$ cat config.mk
export PLATFORM = sky130hd
export DESIGN_NAME = pafk_link
export DESIGN_NICKNAME = d
export VERILOG_FILES = /design/src/sv/pafk_pkg.sv /design/src/sv/pafk_link.sv
export SDC_FILE = /design/constraint.sdc
export NUM_CORES = 2
export LEC_CHECK = 0
export BUFFER_PORTS_ARGS = -buffer_cell sky130_fd_sc_hd__buf_2
export CAP_MARGIN = 20
export CORE_ASPECT_RATIO = 0.9
export CORE_UTILIZATION = 70
export DETAILED_ROUTE_END_ITERATION = 8
export GPL_ROUTABILITY_DRIVEN = 0
export GPL_TIMING_DRIVEN = 0
export PLACE_DENSITY_LB_ADDON = 0.25
export SYNTH_ARGS = -nofsm -noshare
export SYNTH_HDL_FRONTEND = slang
export SYNTH_SLANG_ARGS = --single-unit
$ cat constraint.sdc
create_clock -name clk -period 12.67 [get_ports clk]
set_input_delay 1.9005 -clock clk [delete_from_list [all_inputs] [get_ports clk]]
set_output_delay 1.9005 -clock clk [all_outputs]
set_load 0.005 [all_outputs]
$ cat src/sv/pafk_pkg.sv
// Shared types and constants for the planar arm forward kinematics pipeline.
// No dependencies.
package pafk_pkg;

  localparam int RAW_W      = 12;
  localparam int ANGLE_W    = 16;
  localparam int LEN_W      = 14;
  localparam int OUT_W      = 17;
  localparam int Q15_W      = 16;
  localparam int TERM_W     = 17;
  localparam int SUM_W      = 19;

  localparam int PH_STAGES  = 2;
  localparam int SIN_STAGES = 8;
  localparam int LNK_STAGES = 3;
  localparam int NSTAGE     = PH_STAGES + SIN_STAGES + LNK_STAGES;
  localparam int SIN_BASE   = PH_STAGES;
  localparam int LNK_BASE   = PH_STAGES + SIN_STAGES;

  localparam logic signed [31:0] K1 = 32'sd1686629713;
  localparam logic signed [31:0] K3 = 32'sd693598669;
  localparam logic signed [31:0] K5 = 32'sd85569306;
  localparam logic signed [31:0] K7 = 32'sd5026995;
  localparam logic signed [31:0] K9 = 32'sd172272;

  localparam logic [ANGLE_W-1:0] QUARTER_TURN = 16'h4000;

  localparam logic [LEN_W-1:0] BASE_RST  = 14'd1280;
  localparam logic [LEN_W-1:0] UPPER_RST = 14'd2000;
  localparam logic [LEN_W-1:0] FORE_RST  = 14'd2000;
  localparam logic [LEN_W-1:0] HAND_RST  = 14'd1600;

  localparam int CFG_AW = 4;
  typedef enum logic [1:0] {
    REG_BASE  = 2'd0,
    REG_UPPER = 2'd1,
    REG_FORE  = 2'd2,
    REG_HAND  = 2'd3
  } reg_idx_t;

  typedef struct packed {
    logic [NSTAGE-1:0] en;
  } pipe_ctl_t;

endpackage

$ cat src/sv/pafk_link.sv
// Link terms, chained sums along the arm and output saturation.
// Three pipeline stages. Depends on pafk_pkg.
module pafk_link (
  input  logic                              clk,
  input  pafk_pkg::pipe_ctl_t               ctl,
  input  logic [pafk_pkg::LEN_W-1:0]        base_height,
  input  logic [pafk_pkg::LEN_W-1:0]        upper_len,
  input  logic [pafk_pkg::LEN_W-1:0]        fore_len,
  input  logic [pafk_pkg::LEN_W-1:0]        hand_len,
  input  logic signed [pafk_pkg::Q15_W-1:0] s1, c1, s2, c2, s3, c3,
  output logic signed [pafk_pkg::OUT_W-1:0] elbow_x, elbow_z,
  output logic signed [pafk_pkg::OUT_W-1:0] wrist_x, wrist_z,
  output logic signed [pafk_pkg::OUT_W-1:0] tip_x, tip_z
);
  import pafk_pkg::*;

  localparam int L = LNK_BASE;

  function automatic logic signed [TERM_W-1:0] term(input logic [LEN_W-1:0] len,
                                                   input logic signed [Q15_W-1:0] q);
    logic signed [31:0] p;
    p = $signed({1'b0, len}) * q;
    p = p + 32'sd16384;
    return p[31:15];
  endfunction

  function automatic logic signed [OUT_W-1:0] sat(input logic signed [SUM_W-1:0] v);
    if (v > 19'sd65535) begin
      return 17'sd65535;
    end else if (v < -19'sd65536) begin
      return -17'sd65536;
    end else begin
      return v[OUT_W-1:0];
    end
  endfunction

  logic signed [TERM_W-1:0] tx_r[0:2];
  logic signed [TERM_W-1:0] tz_r[0:2];
  logic signed [SUM_W-1:0]  sx_r[0:2];
  logic signed [SUM_W-1:0]  sz_r[0:2];
  logic signed [OUT_W-1:0]  o_r [0:5];
  logic signed [SUM_W-1:0]  x1, z1, x2, z2;

  always_comb begin
    x1 = SUM_W'(tx_r[0]);
    z1 = $signed({5'd0, base_height}) + SUM_W'(tz_r[0]);
    x2 = x1 + SUM_W'(tx_r[1]);
    z2 = z1 + SUM_W'(tz_r[1]);
  end

  always_ff @(posedge clk) begin
    if (ctl.en[L]) begin
      tx_r[0] <= term(upper_len, s1);
      tz_r[0] <= term(upper_len, c1);
      tx_r[1] <= term(fore_len, s2);
      tz_r[1] <= term(fore_len, c2);
      tx_r[2] <= term(hand_len, s3);
      tz_r[2] <= term(hand_len, c3);
    end
    if (ctl.en[L+1]) begin
      sx_r[0] <= x1;
      sz_r[0] <= z1;
      sx_r[1] <= x2;
      sz_r[1] <= z2;
      sx_r[2] <= x2 + SUM_W'(tx_r[2]);
      sz_r[2] <= z2 + SUM_W'(tz_r[2]);
    end
    if (ctl.en[L+2]) begin
      o_r[0] <= sat(sx_r[0]);
      o_r[1] <= sat(sz_r[0]);
      o_r[2] <= sat(sx_r[1]);
      o_r[3] <= sat(sz_r[1]);
      o_r[4] <= sat(sx_r[2]);
      o_r[5] <= sat(sz_r[2]);
    end
  end

  assign elbow_x = o_r[0];
  assign elbow_z = o_r[1];
  assign wrist_x = o_r[2];
  assign wrist_z = o_r[3];
  assign tip_x   = o_r[4];
  assign tip_z   = o_r[5];
endmodule

* Word level (Yosys, flattened, before mapping)
Memory sizes are Yosys's and may differ from the RTL's. Cells that the tools add are included.
Storage, ports and cells: register bits after elaboration 0, memory bits (writable) 318, input bits 166, output and inout port bits 102, memories kept 5
Memories:
- o_r | depth 6, bits a word 17, rd ports 6, clocked after memory_dff 0, wr ports 6, RTL line pafk_link.sv:41 | logic signed [OUT_W-1:0] o_r [0:5];
- sx_r | depth 3, bits a word 19, rd ports 3, clocked after memory_dff 0, wr ports 3, RTL line pafk_link.sv:39 | logic signed [SUM_W-1:0] sx_r[0:2];
- sz_r | depth 3, bits a word 19, rd ports 3, clocked after memory_dff 0, wr ports 3, RTL line pafk_link.sv:40 | logic signed [SUM_W-1:0] sz_r[0:2];
- tx_r | depth 3, bits a word 17, rd ports 3, clocked after memory_dff 0, wr ports 3, RTL line pafk_link.sv:37 | logic signed [TERM_W-1:0] tx_r[0:2];
- tz_r | depth 3, bits a word 17, rd ports 3, clocked after memory_dff 0, wr ports 3, RTL line pafk_link.sv:38 | logic signed [TERM_W-1:0] tz_r[0:2];
Operators by class: $add $sub $neg 11, multiply operators 6, order comparisons 12, mux-type cells 24
Operators with widths (number):
- two-way mux 17 bit | 18
- adder 31 x 16 -> 32 bit, second input constant | 6
- multiplier 15 x 16 -> 31 bit | 6
- greater-than comparator 19 x 17 -> 1 bit, second input constant | 6
- less-than comparator 19 x 17 -> 1 bit, second input constant | 6
- adder 18 x 17 -> 19 bit | 2
- adder 19 x 17 -> 19 bit | 1
- adder 15 x 17 -> 18 bit | 1
- adder 17 x 17 -> 18 bit | 1
- two-way mux 1 bit | 6

* Depth between registers and ports, before layout
word-level depth 4, gate-level depth with buffers 24, depth with buffers taken out 24

* Least setup slack after synthesis
OpenSTA, ideal clock, no wires.
path kind in2reg, from in upper_len[0] in the netlist's numbering, to mem tx_r[0][15], data pin, setup time 262 ps, data arrival time 7688 ps, required time 12408 ps, setup slack 4720 ps, stages on the path 24, buffers on the path 2, cells stage by stage clkbuf_1 > clkbuf_1 > nand2_1 > fa_1 > fa_1 > inv_1 > fa_1 > inv_1 > fa_1 > inv_1 > fa_1 > inv_1 > fa_1 > inv_1 > ha_1 > a21oi_1 > o21ai_0 > a32oi_1 > a21oi_1 > o31a_1 > a41o_1 > a211oi_1 > o21bai_1 > xor2_1
RTL lines:
- from (decl) | RTL line pafk_link.sv:7 | input logic [pafk_pkg::LEN_W-1:0] upper_len,
- to (decl) | RTL line pafk_link.sv:37

==> parameters.txt <==
Parameter                              Value

Drt
  Remaining DRCs    0
  WL final    169000 um
  Post-DR vias/cell    5.70
  Total number of vias    48100
  First-pass iteration count of the detailed router    9
  Iteration-0 DRC count of the detailed router    4413
  Post-route antenna net violation count    0
  Average wire length per cell after detail routing    roughly 20 um

CTS
  Clock latency on the worst-skew pair    560 ps
  TritonCTS clock tree    done
  Number of clock buffers inserted by TritonCTS    35
  Clk slew on worst S/H paths    roughly 60 ps
  Clk sinks    314
  Setup bufs post-CTS    0
  Cell at the root of the clock tree    sky130_fd_sc_hd__clkbuf_16
  Maximum count of clock buffers along a single path    3
  Number of gates resized after cts    0
  Post-CTS Hold Fix Bufs    0
  Maximum level of the CTS H-tree    2

Timing
  Total count of max-transition violations in the final report    0
  Setup TNS after final layout    0 ps
  Actual slew at the worst max-slew pin    1260 ps
  Period utilization    0.714
  Time the final worst path needs with I/O delays and setup    9040 ps
  Maximum clock frequency    ~110 MHz
  Number of failing setup endpoints in the final timing report    0
  Worst slew slack as a fraction of its limit    0.152
  Hold Vio Cnt, Final    0
  Setup repair after global routing missed its margin    false
  Worst setup skew after layout    around 23 ps

Critical path
  Sort of element at the start of the critical path    input port
  Cell with the biggest individual delay on the critical path    sky130_fd_sc_hd__clkbuf_1
  Endpoint type of the worst setup path    flip-flop
  Dominant delay contributor by cell family on the critical path    adder cells
  Most used cell along the critical path    sky130_fd_sc_hd__fa_1
  Max Fanout on Critical Path    10
  Cells traversed along the worst timing path    buf_2, clkbuf_1, clkbuf_1, nand2_1, fa_1, fa_1, inv_1, fa_1, fa_1, fa_1, inv_1, fa_1, inv_1, ha_1, a211oi_1, nand2_1, nor2_1, o211ai_1, a21oi_1, a211oi_1, or3_1, a21oi_1, xnor2_1
  Data arrival at the endpoint of the critical path    9330 ps
  Worst Setup Path Type    in -> reg
  Max incr delay on CP    680 ps
  Crit path buf inv count    6
  Data required time of the worst path    12960 ps

Floorplan
  Area of the core    between 0.09 and 0.1 mm^2
  Top-level I/O count    268
  Die X-Extent    325 um
  Starting density of the core    0.707
  Area enclosed by the die boundary    0.0950 mm^2
  Die boundary height    292 um
  Std-Cell Rows    106

Status
  Run status    complete, no violations

Yosys
  Average cell area after synthesis    9.55 um^2
  Post-synthesis cell count    6869
  Number of warnings printed during yosys synthesis    0
  Synth cell types    67
  Dominant synthesized flop cell    sky130_fd_sc_hd__edfxtp_1
  EDFF count, synth    314
  Flops & latches, synth    roughly 310
  Proportion of synthesized chip area in sequential cells    0.144
  Async SR Flop Fraction    0
  Post-Synthesis Cell Area    0.0656 mm^2
  Net count after synthesis    9033

Min path
  Worst hold path type    reg -> reg

GRT
  Global-route usage over all layers    0.371
  Wire length of the first global-routing pass    approximately 270000 um
  Met2 usage    0.573
  Maximum number of pins on one net before global-route repair    73
  Met3 demand-to-capacity share in global routing    0.120
  Gr ovfl total    0
  Antenna violations before repair    9
  Most used routing layer in global routing    met2
  Via count of the first global-routing pass    51300
  Met1 Resource Use GR    0.494

Cells and area
  Fraction of layout instances using a drive strength above 1    0.0470
  Layout-stage area growth over the synthesis result    6.24%
  Fill cells    6340
  Nets@finish    9331

Flow run
  Max-cap check violation count    0

Placement
  Count of input and output buffers    257
  Half-perimeter wire length after placement    between 100000 and 150000 um
[sequential cells by signal (all words and copies together) (netlist names)]
name,flops
o_r,102
sz_r,56
sx_r,54
tx_r,51
tz_r,51
[metal layers]
layer	routed length, um	up-vias
met5	56	-
met4	7210	8
met3	22300	535
met2	75200	2741
met1	64600	23700
li1	-	21100
[synth_stat cells, types with 4 or more instances]
cell type / instances / area share
sky130_fd_sc_hd__a2111oi_0: 6 / 0.00080
sky130_fd_sc_hd__o21bai_1: 24 / 0.0027
sky130_fd_sc_hd__clkbuf_1: 279 / 0.016
sky130_fd_sc_hd__nand4_1: 15 / 0.0014
sky130_fd_sc_hd__inv_1: 1673 / 0.096
sky130_fd_sc_hd__edfxtp_1: 314 / 0.14
sky130_fd_sc_hd__nand3_1: 31 / 0.0024
sky130_fd_sc_hd__nor2b_1: 15 / 0.0014
sky130_fd_sc_hd__o21ai_0: 89 / 0.0068
sky130_fd_sc_hd__o211ai_1: 7 / 0.00080
sky130_fd_sc_hd__a211o_1: 4 / 0.00053
sky130_fd_sc_hd__o21a_1: 32 / 0.0037
sky130_fd_sc_hd__xor2_1: 53 / 0.0071
sky130_fd_sc_hd__fa_1: 1337 / 0.41
sky130_fd_sc_hd__a31oi_1: 8 / 0.00076
sky130_fd_sc_hd__o41ai_1: 6 / 0.00080
sky130_fd_sc_hd__a211oi_1: 18 / 0.0021
sky130_fd_sc_hd__ha_1: 661 / 0.13
sky130_fd_sc_hd__nor4_1: 5 / 0.00048
sky130_fd_sc_hd__or2_2: 5 / 0.00048
sky130_fd_sc_hd__a21o_1: 49 / 0.0056
sky130_fd_sc_hd__xnor2_1: 150 / 0.020
sky130_fd_sc_hd__o31ai_1: 11 / 0.0013
sky130_fd_sc_hd__or3_1: 10 / 0.00095
sky130_fd_sc_hd__nor2_1: 291 / 0.017
sky130_fd_sc_hd__and3_1: 12 / 0.0011
sky130_fd_sc_hd__nand2_1: 908 / 0.052
sky130_fd_sc_hd__a21oi_1: 177 / 0.014
sky130_fd_sc_hd__and2_1: 577 / 0.055
sky130_fd_sc_hd__nand2b_1: 12 / 0.0011
sky130_fd_sc_hd__o21ai_1: 4 / 0.00031
sky130_fd_sc_hd__nor3_1: 30 / 0.0023
sky130_fd_sc_hd__a31o_2: 6 / 0.00080
[path summary, 6_finish.rpt]
path                         startpoint  slack (ps)               endpoint  cells after the start
setup / recovery           upper_len[0]        3630   tz_r[0][9]$_DFFE_PP_                     23
hold / removal    tx_r[0][14]$_DFFE_PP_         460  sx_r[0][14]$_DFFE_PP_                      0
setup reg to reg   tz_r[0][1]$_DFFE_PP_        6120  sz_r[0][55]$_DFFE_PP_                     21
hold reg to reg   tx_r[0][14]$_DFFE_PP_         460  sx_r[0][14]$_DFFE_PP_                      0
[placed cells by master (no fill, tap or decap), types with 5 or more instances in the layout]
cell,n
sky130_fd_sc_hd__o31ai_1,11
sky130_fd_sc_hd__inv_1,1673
sky130_fd_sc_hd__nor4_1,5
sky130_fd_sc_hd__clkbuf_16,35
sky130_fd_sc_hd__a31o_2,6
sky130_fd_sc_hd__a31oi_1,8
sky130_fd_sc_hd__o21bai_1,24
sky130_fd_sc_hd__o41ai_1,6
sky130_fd_sc_hd__or3_1,10
sky130_fd_sc_hd__a21o_1,49
sky130_fd_sc_hd__fa_1,1337
sky130_fd_sc_hd__buf_2,254
sky130_fd_sc_hd__a21oi_1,177
sky130_fd_sc_hd__and2_1,577
sky130_fd_sc_hd__or2_2,5
sky130_fd_sc_hd__nor2b_1,15
sky130_fd_sc_hd__edfxtp_1,314
sky130_fd_sc_hd__clkinv_1,5
sky130_fd_sc_hd__a2111oi_0,6
sky130_fd_sc_hd__nor3_1,30
sky130_fd_sc_hd__nor2_1,291
sky130_fd_sc_hd__nand2b_1,12
sky130_fd_sc_hd__nand4_1,15
sky130_fd_sc_hd__nand3_1,31
sky130_fd_sc_hd__diode_2,8
sky130_fd_sc_hd__nand2_1,908
sky130_fd_sc_hd__a211oi_1,18
sky130_fd_sc_hd__clkbuf_1,285
sky130_fd_sc_hd__xor2_1,53
sky130_fd_sc_hd__ha_1,661
sky130_fd_sc_hd__and3_1,12
sky130_fd_sc_hd__xnor2_1,150
sky130_fd_sc_hd__o21a_1,32
sky130_fd_sc_hd__o21ai_0,89
sky130_fd_sc_hd__o211ai_1,7
[area by class of cell]
cell class,instances,area [um^2],area share
well taps,1242,1550,0.0223
clock inverters,20,239,0.00343
repair buffers,261,1380,0.0199
inverters,1673,6280,0.0901
multi-input cells,4603,48900,0.701
plain buffers,279,1050,0.0150
flip-flops and latches,314,9430,0.135
diodes,8,20.0,0.000287
clock buffers,41,898,0.0129
[cell families (layout without fill, tap and decap cells)]
logic type	after synthesis	after routing	synth area share
AOI/OAI and AO/OA	481	481	0.0469
DFF	314	314	0.144
xor gates and xnor gates	203	203	0.0271
other	0	8	0
and+or+nand+nor	1920	1920	0.136
adders and majority gates	1998	1998	0.534
buffers and inverters	1952	2274	0.112
muxes	1	1	0.000153
[per-stage QoR]
step,instances,setup slack (ps),hold slack [ps],util,area [um^2]
floorplan,6869,4720,433,-,65600
global placement,8368,3400,447,0.737,68500
detailed placement,8371,3300,453,0.738,68500
CTS,8432,3850,467,0.751,69700
global route,8435,3420,473,0.751,69700
finish,8441,3630,464,0.751,69700
Power is left out: the tool's default activity adds up to more than one toggle a clock period on the data nets, which glitch-free logic cannot reach.
