--- src/sv/pafk_pkg.sv ---
// Shared types and constants for the planar arm forward kinematics pipeline.
// No dependencies.
package pafk_pkg;

  localparam int RAW_W      = 12;
  localparam int ANGLE_W    = 16;
  localparam int LEN_W      = 14;
  localparam int OUT_W      = 17;
  localparam int Q15_W      = 16;
  localparam int TERM_W     = 17;
  localparam int SUM_W      = 19;

  localparam int PH_STAGES  = 2;
  localparam int SIN_STAGES = 8;
  localparam int LNK_STAGES = 3;
  localparam int NSTAGE     = PH_STAGES + SIN_STAGES + LNK_STAGES;
  localparam int SIN_BASE   = PH_STAGES;
  localparam int LNK_BASE   = PH_STAGES + SIN_STAGES;

  localparam logic signed [31:0] K1 = 32'sd1686629713;
  localparam logic signed [31:0] K3 = 32'sd693598669;
  localparam logic signed [31:0] K5 = 32'sd85569306;
  localparam logic signed [31:0] K7 = 32'sd5026995;
  localparam logic signed [31:0] K9 = 32'sd172272;

  localparam logic [ANGLE_W-1:0] QUARTER_TURN = 16'h4000;

  localparam logic [LEN_W-1:0] BASE_RST  = 14'd1280;
  localparam logic [LEN_W-1:0] UPPER_RST = 14'd2000;
  localparam logic [LEN_W-1:0] FORE_RST  = 14'd2000;
  localparam logic [LEN_W-1:0] HAND_RST  = 14'd1600;

  localparam int CFG_AW = 4;
  typedef enum logic [1:0] {
    REG_BASE  = 2'd0,
    REG_UPPER = 2'd1,
    REG_FORE  = 2'd2,
    REG_HAND  = 2'd3
  } reg_idx_t;

  typedef struct packed {
    logic [NSTAGE-1:0] en;
  } pipe_ctl_t;

endpackage

--- src/sv/pafk_phase.sv ---
// Raw servo counts to joint phases, then accumulation along the arm.
// Two pipeline stages. Depends on pafk_pkg.
module pafk_phase (
  input  logic                         clk,
  input  pafk_pkg::pipe_ctl_t          ctl,
  input  logic [pafk_pkg::RAW_W-1:0]   shoulder_raw,
  input  logic [pafk_pkg::RAW_W-1:0]   elbow_raw,
  input  logic [pafk_pkg::RAW_W-1:0]   wrist_raw,
  output logic [pafk_pkg::ANGLE_W-1:0] a1,
  output logic [pafk_pkg::ANGLE_W-1:0] a2,
  output logic [pafk_pkg::ANGLE_W-1:0] a3
);
  import pafk_pkg::*;

  function automatic logic [ANGLE_W-1:0] to_phase(input logic [RAW_W-1:0] raw);
    logic [16:0] m;
    logic [4:0]  q0;
    logic [16:0] r;
    logic [4:0]  q;
    logic [16:0] p;
    m  = {1'b0, raw, 4'd0} + 17'd2047;
    q0 = m[16:12];
    r  = m - {q0, 12'd0} + {12'd0, q0};
    q  = (r >= 17'd4095) ? q0 + 5'd1 : q0;
    p  = {1'b0, raw, 4'd0} + {12'd0, q};
    return p[15:0] ^ 16'h8000;
  endfunction

  logic [ANGLE_W-1:0] p1_r, p2_r, p3_r;
  logic [ANGLE_W-1:0] a1_r, a2_r, a3_r;
  logic [ANGLE_W-1:0] a2_nxt;

  assign a2_nxt = p1_r + p2_r;

  always_ff @(posedge clk) begin
    if (ctl.en[0]) begin
      p1_r <= to_phase(shoulder_raw);
      p2_r <= to_phase(elbow_raw);
      p3_r <= to_phase(wrist_raw);
    end
    if (ctl.en[1]) begin
      a1_r <= p1_r;
      a2_r <= a2_nxt;
      a3_r <= a2_nxt + p3_r;
    end
  end

  assign a1 = a1_r;
  assign a2 = a2_r;
  assign a3 = a3_r;
endmodule

--- config.mk ---
export PLATFORM = sky130hd
export DESIGN_NAME = pafk_phase
export DESIGN_NICKNAME = d
export VERILOG_FILES = /design/src/sv/pafk_pkg.sv /design/src/sv/pafk_phase.sv
export SDC_FILE = /design/constraint.sdc
export NUM_CORES = 1
export LEC_CHECK = 0
export BUFFER_PORTS_ARGS = -buffer_cell sky130_fd_sc_hd__buf_4
export CAP_MARGIN = 10
export CORE_ASPECT_RATIO = 0.9
export CORE_MARGIN = 3
export CORE_UTILIZATION = 40
export DETAILED_ROUTE_END_ITERATION = 6
export PLACE_DENSITY_LB_ADDON = 0.08
export REMOVE_ABC_BUFFERS = 1
export SETUP_SLACK_MARGIN = 0.5
export SLEW_MARGIN = 5
export SYNTH_ARGS = -nofsm -noshare
export SYNTH_HDL_FRONTEND = slang
export SYNTH_SLANG_ARGS = --single-unit
--- constraint.sdc ---
create_clock -name clk -period 5.98 [get_ports clk]
set_clock_uncertainty 0.1 [all_clocks]
set_input_delay 0.897 -clock clk [delete_from_list [all_inputs] [get_ports clk]]
set_output_delay 0.897 -clock clk [all_outputs]
set_load 0.02 [all_outputs]
**Yosys cells after proc, flatten, opt, wreduce, memory -nomap -nowiden**

Cells that the tools add are included.

- Logic and storage cells: 32
- Register bits: 96
- Input bits: 50

- Add/subtract/negate cells: 17
- Mux-type cells: 3
- Magnitude comparators: 3
- Bitwise gates (word level): 3

Operators with widths:

| cell | count |
|---|---|
| $add 16x11->17 const B | 3 |
| $add 17x5->17 | 3 |
| $ge 17x12->1 const B | 3 |
| $sub 17x17->17 | 3 |
| $add 16x5->16 | 3 |
| $add 16x16->16 | 2 |
| $add 5x1->5 const B | 3 |
| $mux 5 | 3 |
| $not 1->1 | 3 |

**Depth between registers and ports, before layout**

Gate-level depths: netlist (run 1).

- Word-level depth: 7
- Gate-level depth with buffers: 27
- Gate-level depth less buffers: 27

**Least setup slack after synthesis (run 1)**

OpenSTA, ideal clock, no wires.

- Path type: input-to-reg
- Start point: in elbow_raw[2] (netlist bit)
- End point: reg p2_r[12], data pin
- Required time: 5.622 ns
- Stages: 24
- Setup time: 0.258 ns
- Slack: -0.162 ns
- Arrival time: 5.784 ns
- Path buffers: 1
- Path through: buf_2 > nor3_1 > nand3_1 > or3_1 > nor2b_1 > xnor2_1 > inv_1 > fa_1 > ha_1 > nor2b_1 > o21a_1 > o21a_1 > o21a_1 > o41a_1 > a311o_1 > nand4_1 > nand3_1 > xnor2_1 > ha_1 > ha_1 > and3_1 > and3_1 > nand3_1 > xnor2_1

- Cells in the longest elaborated chain, start to end: 6
- Elaborated cells on any way between the ends: 7
- Those cells by class: 5 x add/sub; 1 x order compare; 1 x mux

RTL lines:

| element | RTL line | source |
|---|---|---|
| start, declared | pafk_phase.sv:7 | `input logic [pafk_pkg::RAW_W-1:0] elbow_raw,` |
| $add 16x11->17 | pafk_phase.sv:21 | `m = {1'b0, raw, 4'd0} + 17'd2047;` |
| $sub 17x17->17 | pafk_phase.sv:23 | `r = m - {q0, 12'd0} + {12'd0, q0};` |
| $add 17x5->17 | pafk_phase.sv:23 |  |
| $ge 17x12->1 | pafk_phase.sv:24 | `q = (r >= 17'd4095) ? q0 + 5'd1 : q0;` |
| $mux 5 | pafk_phase.sv:24 |  |
| $add 16x5->16 * | pafk_phase.sv:25 | `p = {1'b0, raw, 4'd0} + {12'd0, q};` |
| end signal, assigned | pafk_phase.sv:38 | `p2_r <= to_phase(elbow_raw);` |
| end, declared | pafk_phase.sv:29 | `logic [ANGLE_W-1:0] p1_r, p2_r, p3_r;` |

Mark *: on every way between the ends. The rest lies on a longest branch, timed or not.
A chain may end at the register's enable or synchronous reset.

**Worst setup path in the final report (run 1)**

- Start point: in shoulder_raw[4] (netlist bit)
- End point: reg p1_r[15], data pin

- Cells in the longest elaborated chain, start to end: 7
- Elaborated cells on any way between the ends: 8
- Those cells by class: 5 x add/sub; 1 x order compare; 1 x mux; 1 x bitwise

RTL lines:

| element | RTL line | source |
|---|---|---|
| start, declared | pafk_phase.sv:6 | `input logic [pafk_pkg::RAW_W-1:0] shoulder_raw,` |
| $add 16x11->17 | pafk_phase.sv:21 |  |
| $sub 17x17->17 | pafk_phase.sv:23 |  |
| $add 17x5->17 | pafk_phase.sv:23 |  |
| $ge 17x12->1 | pafk_phase.sv:24 |  |
| $mux 5 | pafk_phase.sv:24 |  |
| $add 16x5->16 * | pafk_phase.sv:25 |  |
| $not 1->1 (no source line) * | n/a |  |
| end signal, assigned | pafk_phase.sv:37 | `p1_r <= to_phase(shoulder_raw);` |
| end, declared | pafk_phase.sv:29 |  |

Marks and branches as above.

==> results.json, run 1 <==
{
  "status": "complete, no violations",
  "fill_cells": 1600,
  "n_antenna_cell": 0,
  "ys_warn_count": 0,
  "finalCoreUtilization_pct": 53.97,
  "slew_viol_final": 0,
  "post-route-period-util_pct": 95.23,
  "tightest_slew_ps": 627.1,
  "ios": 98,
  "wl_mm": 18.01,
  "hpwl_mm": 14.23,
  "synth_edf_count": 96,
  "reg2reg_depth": 17,
  "cts_hold_buffers": 0,
  "min_period_ps": 5695,
  "hold_end": "a1[0]$_DFFE_PP_",
  "switching_share_pct": 35.14,
  "grt_pass1_vias": 5675,
  "synth_top_area_share_pct": 37.49,
  "synth_commonest_cells": "117 x ha_1, 96 x edfxtp_1, 68 x inv_1, 68 x xnor2_1, 44 x xor2_1",
  "yosysMostFrequentCell": "ha_1",
  "async_reset_ff_share_pct": 0,
  "cp_max_fo": 3,
  "synthCells": 722,
  "worstHoldPathCells": 0,
  "synth_top_area_cell": "edfxtp_1",
  "die_h_um": 137.5,
  "core_um2": 18640,
  "gp_congestion": 0.8617,
  "final_nets": 1062,
  "cts_buffers": 9,
  "start_util_pct": 41.24,
  "final_area_um2": 10060,
  "io_buffers": 86,
  "grt-ovfl-total": 0,
  "cts_sinks": 96,
  "first_iter_violations": 190,
  "ys_ff_latch": 96,
  "avgSynthCellArea_um2": 10.65,
  "fin_cells": 1137,
  "ant_nets": 0,
  "reg2reg_to": "a3[15]$_DFFE_PP_",
  "dpl.cell_count": 1097,
  "internal_power_w": 0.001831,
  "grt_pass1_wl_mm": 28.28,
  "start_kind": "input pin",
  "yosysSeqAreaShare_pct": 37.49,
  "via_count": 5762,
  "setup_tns_ps": 0,
  "netlist_top_cells_area": "edfxtp_1 37%, ha_1 19%, xnor2_1 7.7%",
  "worst_setup_path_end_kind": "flop",
  "p_per_area_nw_per_um2": 280.6,
  "critPathKind": "in -> reg",
  "cts_buffer_depth": 2,
  "synthFlopType": "edfxtp_1",
  "grt_use_total_pct": 16.83,
  "die_w_um": 152.1,
  "switching_power_w": 0.0009919,
  "clk_pin_slew_ps": 60,
  "synth_cell_types": 63,
  "max-slew-margin-rel_pct": 58.19,
  "clock.fmax_ghz": 0.1756,
  "rows": 47,
  "pwr-share-comb_pct": 45.6,
  "wl_per_cell_um": 15.84,
  "grt_max_degree": 49,
  "cts_tree": "done",
  "htreeDepth": 3,
  "area_growth_pct": 30.85,
  "reg2reg_slack_ps": 1530,
  "p_clk_share_pct": 19.7,
  "r2r_start": "p1_r[0]$_DFFE_PP_",
  "irDropWorstVdd_mv": 0.1413,
  "dpl_cell_area_um2": 8992,
  "max_cap_violations": 0,
  "worstPathRequired_ps": 5960,
  "drive_gt1_share_pct": 30.16,
  "hold_start": "p1_r[0]$_DFFE_PP_",
  "pwr-share-seq_pct": 34.7,
  "clk_latency_ps": 340,
  "hp-class": "reg -> reg",
  "antenna_found_initial": 0,
  "p_leak_nw": 4.438,
  "die-area_um2": 20920,
  "setup_violations": 0,
  "synth_area_um2": 7689,
  "dr.pass1.iters": 4,
  "worstPathArrival_ps": 5680,
  "drc": 0,
  "hold_violations": 0,
  "cts-root-buf": "clkbuf_16",
  "viasPerCell": 5.068,
  "rsz0062_at_grt": "true"
}
==> state kept, by name (all words and copies together), names as in the netlist <==
register	flops
a1	16
a2	16
a3	16
p1_r	16
p2_r	16
p3_r	16
==> cell usage in the layout, fill, tap and decap left out, types with 7 or more instances in the layout <==
master / netlist / final
nand4_1: 7 / 7
nor2_1: 38 / 34
xor2_2: 2 / 7
buf_6: 1 / 7
a21o_1: 16 / 16
inv_2: 3 / 9
nand2_1: 25 / 23
a31oi_1: 13 / 12
ha_4: 0 / 9
a21oi_1: 29 / 29
clkbuf_16: 0 / 9
xor2_1: 44 / 38
edfxtp_1: 96 / 96
nor3_1: 16 / 14
buf_4: 0 / 154
o21ai_0: 10 / 10
xnor2_2: 0 / 9
ha_1: 117 / 103
nand3_1: 31 / 22
o21a_1: 15 / 15
and3_1: 18 / 14
xnor2_1: 68 / 57
inv_1: 68 / 62
==> layer usage <==
| metal | vias up | share of wire, % | track usage, % |
|---|---|---|---|
| li1 | 2931 | - | - |
| met1 | 2735 | 47 | 23.23 |
| met3 | 9 | 3.5 | 2.387 |
| met2 | 87 | 48 | 28.60 |
| met5 | - | 0 | 0 |
| met4 | 0 | 0.83 | 3.395 |
==> layout make-up <==
class	instances	area, um2	area share (%)
sequential	96	2883	28.65
clock inverter	6	60.06	0.5969
inverter	71	266.5	2.649
tap	245	306.5	3.047
timing repair buffer	162	1250	12.42
clock buffer	10	229.0	2.276
multi-input combinational	547	5066	50.35
==> repair_timing <==
action	in CTS	in global routing
setup buffers	15	9
resized for setup	52	55
pin swaps	24	32
setup endpoints to repair	21	30
==> worst max-delay path by stage <==
stage	cells past startpoint	to	from	slack, ps
after floorplan	22	p1_r[14]$_DFFE_PP_	shoulder_raw[4]	-60
after global placement	24	p2_r[12]$_DFFE_PP_	elbow_raw[4]	-220
after global routing	24	p1_r[15]$_DFFE_PP_	shoulder_raw[4]	30
after detailed placement	24	p2_r[14]$_DFFE_PP_	elbow_raw[4]	-280
final	24	p1_r[15]$_DFFE_PP_	shoulder_raw[4]	290
after CTS	24	p2_r[14]$_DFFE_PP_	elbow_raw[3]	340
==> logic make-up after synthesis <==
kind of cell / count (synthesis) / share of synthesized area (%)
buf+inv: 79 / 3.971
xor+xnor: 114 / 13.18
mux: 1 / 0.1302
fa+ha+maj: 125 / 21.12
simple gates: 183 / 12.69
compound gates: 124 / 11.41
flops: 96 / 37.49
==> through the flow <==
stage	total power [W]	worst slack, ps	hold WS [ps]
floorplan	0.001783	-56.48	333.4
global route	0.003016	33.83	393.4
global placement	0.002188	-217.9	360.6
CTS	0.002804	339.0	381.4
finish	0.002823	285.5	373.5
detailed placement	0.002212	-276.3	362.4
==> worst max-delay path, cell delays in order <==
cell	delay (ps)
buf_6	90
or3_4	380
or3_4	340
or3_4	350
nor2b_4	140
xnor2_2	170
inv_2	90
fa_1	540
ha_4	220
nor2b_4	130
o21a_1	170
o21a_1	190
o21a_1	240
buf_6	140
o41ai_4	310
mux2i_1	140
o31ai_2	100
nand3_2	130
xnor2_2	140
ha_2	220
buf_6	100
nand4_1	180
nor2_1	180
xnor2_1	80
==> power groups by stage <==
stage	Clock (W)	Sequential, W	Combinational, W
floorplan	0	0.00110	0.000687
detailed placement	0	0.000997	0.00121
global placement	0	0.000995	0.00119
finish	0.000556	0.000981	0.00129
CTS	0.000568	0.000983	0.00125
global route	0.000598	0.000995	0.00142
No activity file was read; power rests on OpenSTA's default activity.
==> run 2, diff against run 1 <==
- ABC_AREA: not set -> 1
==> run 2 against run 1 <==
Worst setup slack improved by 610 ps. Final area increased by 0.56%. Global-route usage decreased by 0.13 points. Combinational power increased by 9%. Sequential share of layout area decreased by 0.16 points. Sequential cell count unchanged. Die area increased by 12%. Sequential power about the same. Count of clock-buffer cells in the layout unchanged. Worst hold slack got worse by 1.1 ps. Power increased by 5.2%.
==> results.json, run 2 <==
{
  "status": "complete, no violations",
  "die_h_um": 145.3,
  "drc": 0,
  "grt-ovfl-total": 0,
  "slowest_stage": "fa_1",
  "start_kind": "input pin",
  "cp_max_fo": 7,
  "pwr-share-seq_pct": 33.8,
  "ant_nets": 0,
  "ys_ff_latch": 96,
  "n_antenna_cell": 0,
  "cts_sinks": 96,
  "rows": 50,
  "wl_per_cell_um": 13.94,
  "max-slew-margin-rel_pct": 58.32,
  "crit_start": "wrist_raw[7]",
  "crit_top_cell": "nand2_1",
  "area_growth_pct": 17.34,
  "dpl_cell_area_um2": 9644,
  "ios": 98,
  "worstHoldPathCells": 0,
  "p_leak_nw": 4.816,
  "core_um2": 20960,
  "synthCells": 1019,
  "worstPathArrival_ps": 5070,
  "final_area_um2": 10120,
  "clock.fmax_ghz": 0.1966,
  "cp-endpoint": "p3_r[14]$_DFFE_PP_",
  "die-area_um2": 23360,
  "htreeDepth": 3,
  "io_buffers": 86,
  "cts-root-buf": "clkbuf_16",
  "critPathKind": "in -> reg",
  "first_iter_violations": 276,
  "netlist_top_cells_area": "edfxtp_1 33%, ha_1 17%, nand2_1 9.0%",
  "fill_cells": 2096,
  "switching_share_pct": 38.71,
  "hp-class": "reg -> reg",
  "cts_buffers": 9,
  "slew_viol_final": 0,
  "synth_commonest_cells": "207 x nand2_1, 165 x inv_1, 117 x ha_1",
  "reg2reg_depth": 16,
  "worst_setup_path_end_kind": "flop",
  "synth_edf_count": 96,
  "setup_tns_ps": 0,
  "grt_pass1_vias": 6388,
  "synth_area_um2": 8622,
  "ys_warn_count": 0,
  "hpwl_mm": 16.34,
  "tightest_slew_ps": 625.2,
  "dr.pass1.iters": 4,
  "wl_mm": 19.79,
  "grt_use_total_pct": 16.70,
  "die_w_um": 160.8,
  "pwr-share-comb_pct": 47.4,
  "start_util_pct": 41.14,
  "clk_latency_ps": 340,
  "synth_top_area_cell": "edfxtp_1",
  "drive_gt1_share_pct": 17.90,
  "reg2reg_slack_ps": 2360,
  "grt_max_degree": 49,
  "rsz0062_at_grt": "true",
  "gp_congestion": 0.8370,
  "switching_power_w": 0.001150,
  "via_count": 6725,
  "multi_input_area_um2": 5130,
  "yosysMostFrequentCell": "nand2_1",
  "synth_top_area_share_pct": 33.43,
  "reg2reg_to": "a3[15]$_DFFE_PP_",
  "p_per_area_nw_per_um2": 293.6,
  "worstPathRequired_ps": 5970,
  "cts_buffer_depth": 2,
  "synth_cell_types": 44,
  "clk_pin_slew_ps": 60,
  "avgSynthCellArea_um2": 8.461,
  "antenna_found_initial": 0,
  "final_nets": 1304,
  "async_reset_ff_share_pct": 0,
  "layout_common_cells": "205 x nand2_1, 159 x inv_1, 112 x ha_1",
  "post-route-period-util_pct": 85.05,
  "final_common_cell": "nand2_1",
  "irDropWorstVdd_mv": 0.1711,
  "internal_power_w": 0.001820,
  "yosysSeqAreaShare_pct": 33.43,
  "p_clk_share_pct": 18.8,
  "setup_violations": 0,
  "cp_slowest_stage_delay_ps": 470,
  "seq_area_um2": 2883,
  "min_period_ps": 5086,
  "cts_tree": "done",
  "r2r_start": "p1_r[0]$_DFFE_PP_",
  "grt_pass1_wl_mm": 31.69,
  "viasPerCell": 4.736,
  "max_cap_violations": 0,
  "synthFlopType": "edfxtp_1",
  "hold_violations": 0
}
-- run 2: how the worst min path moves through the flow --
stage                             startpoint          endpoint
final                     p1_r[10]$_DFFE_PP_  a1[10]$_DFFE_PP_
after global routing       p1_r[0]$_DFFE_PP_   a1[0]$_DFFE_PP_
after CTS                  p1_r[0]$_DFFE_PP_   a1[0]$_DFFE_PP_
after detailed placement   p1_r[0]$_DFFE_PP_   a1[0]$_DFFE_PP_
after global placement     p1_r[0]$_DFFE_PP_   a1[0]$_DFFE_PP_
after floorplan            p1_r[0]$_DFFE_PP_   a1[0]$_DFFE_PP_
-- run 2: area by class of cell --
class | count | share of cell area (%)
multi-input combinational | 744 | 50.70
sequential | 96 | 28.49
timing repair buffer | 107 | 7.940
inverter | 171 | 6.468
tap | 286 | 3.537
clock buffer | 10 | 2.263
clock inverter | 6 | 0.5936
-- run 2: repair_timing --
action,4_1_cts,5_1_grt
buffers inserted,0,9
hold buffers,0,0
resized for setup,0,34
setup endpoints to repair,0,15
-- run 2: stage by stage --
step           setup WS, ps  util, %  std cells  hold slack (ps)  power [W]
2_1_floorplan         656.7        -       1011            333.4   0.001965
3_3_place_gp          328.6    46.02       1395            355.4   0.002408
3_5_place_dp          286.4    46.02       1395            359.2   0.002419
4_1_cts               658.7    47.40       1411            374.4   0.002985
5_1_grt               447.8    48.27       1420            388.0   0.003196
6_report              893.8    48.27       1420            372.4   0.002970
-- run 2: cells by family after synthesis --
group           count (synthesis)  synth area share (%)
compound gates                103                 6.791
flops                          96                 33.43
simple gates                  421                 22.57
buf+inv                       179                 8.330
xor+xnor                       95                 10.04
fa+ha+maj                     125                 18.84
-- run 2: power groups by stage --
stage	clock network (W)	logic (W)	registers, W
final	0.000560	0.00141	0.00100
after global routing	0.000594	0.00159	0.00102
after CTS	0.000572	0.00141	0.00100
after detailed placement	0	0.00140	0.00102
after global placement	0	0.00139	0.00102
after floorplan	0	0.000844	0.00112
-- run 2: worst max-delay path: cells and delay by family --
| kind | cells | cell delay [ps] |
|---|---|---|
| AO/OA/AOI/OAI | 2 | 360 |
| XOR/XNOR | 1 | 150 |
| adder cells (fa/ha/maj) | 4 | 1250 |
| buffers and inverters | 3 | 290 |
| AND/OR/NAND/NOR | 16 | 2120 |
-- run 2: layer usage --
metal | vias to the layer above | GRT usage, % | routed length [um]
met5 | - | 0 | 0
met3 | 8 | 1.998 | 643
met2 | 99 | 25.68 | 8491
li1 | 3582 | - | -
met1 | 3036 | 25.49 | 10500
met4 | 0 | 2.968 | 157
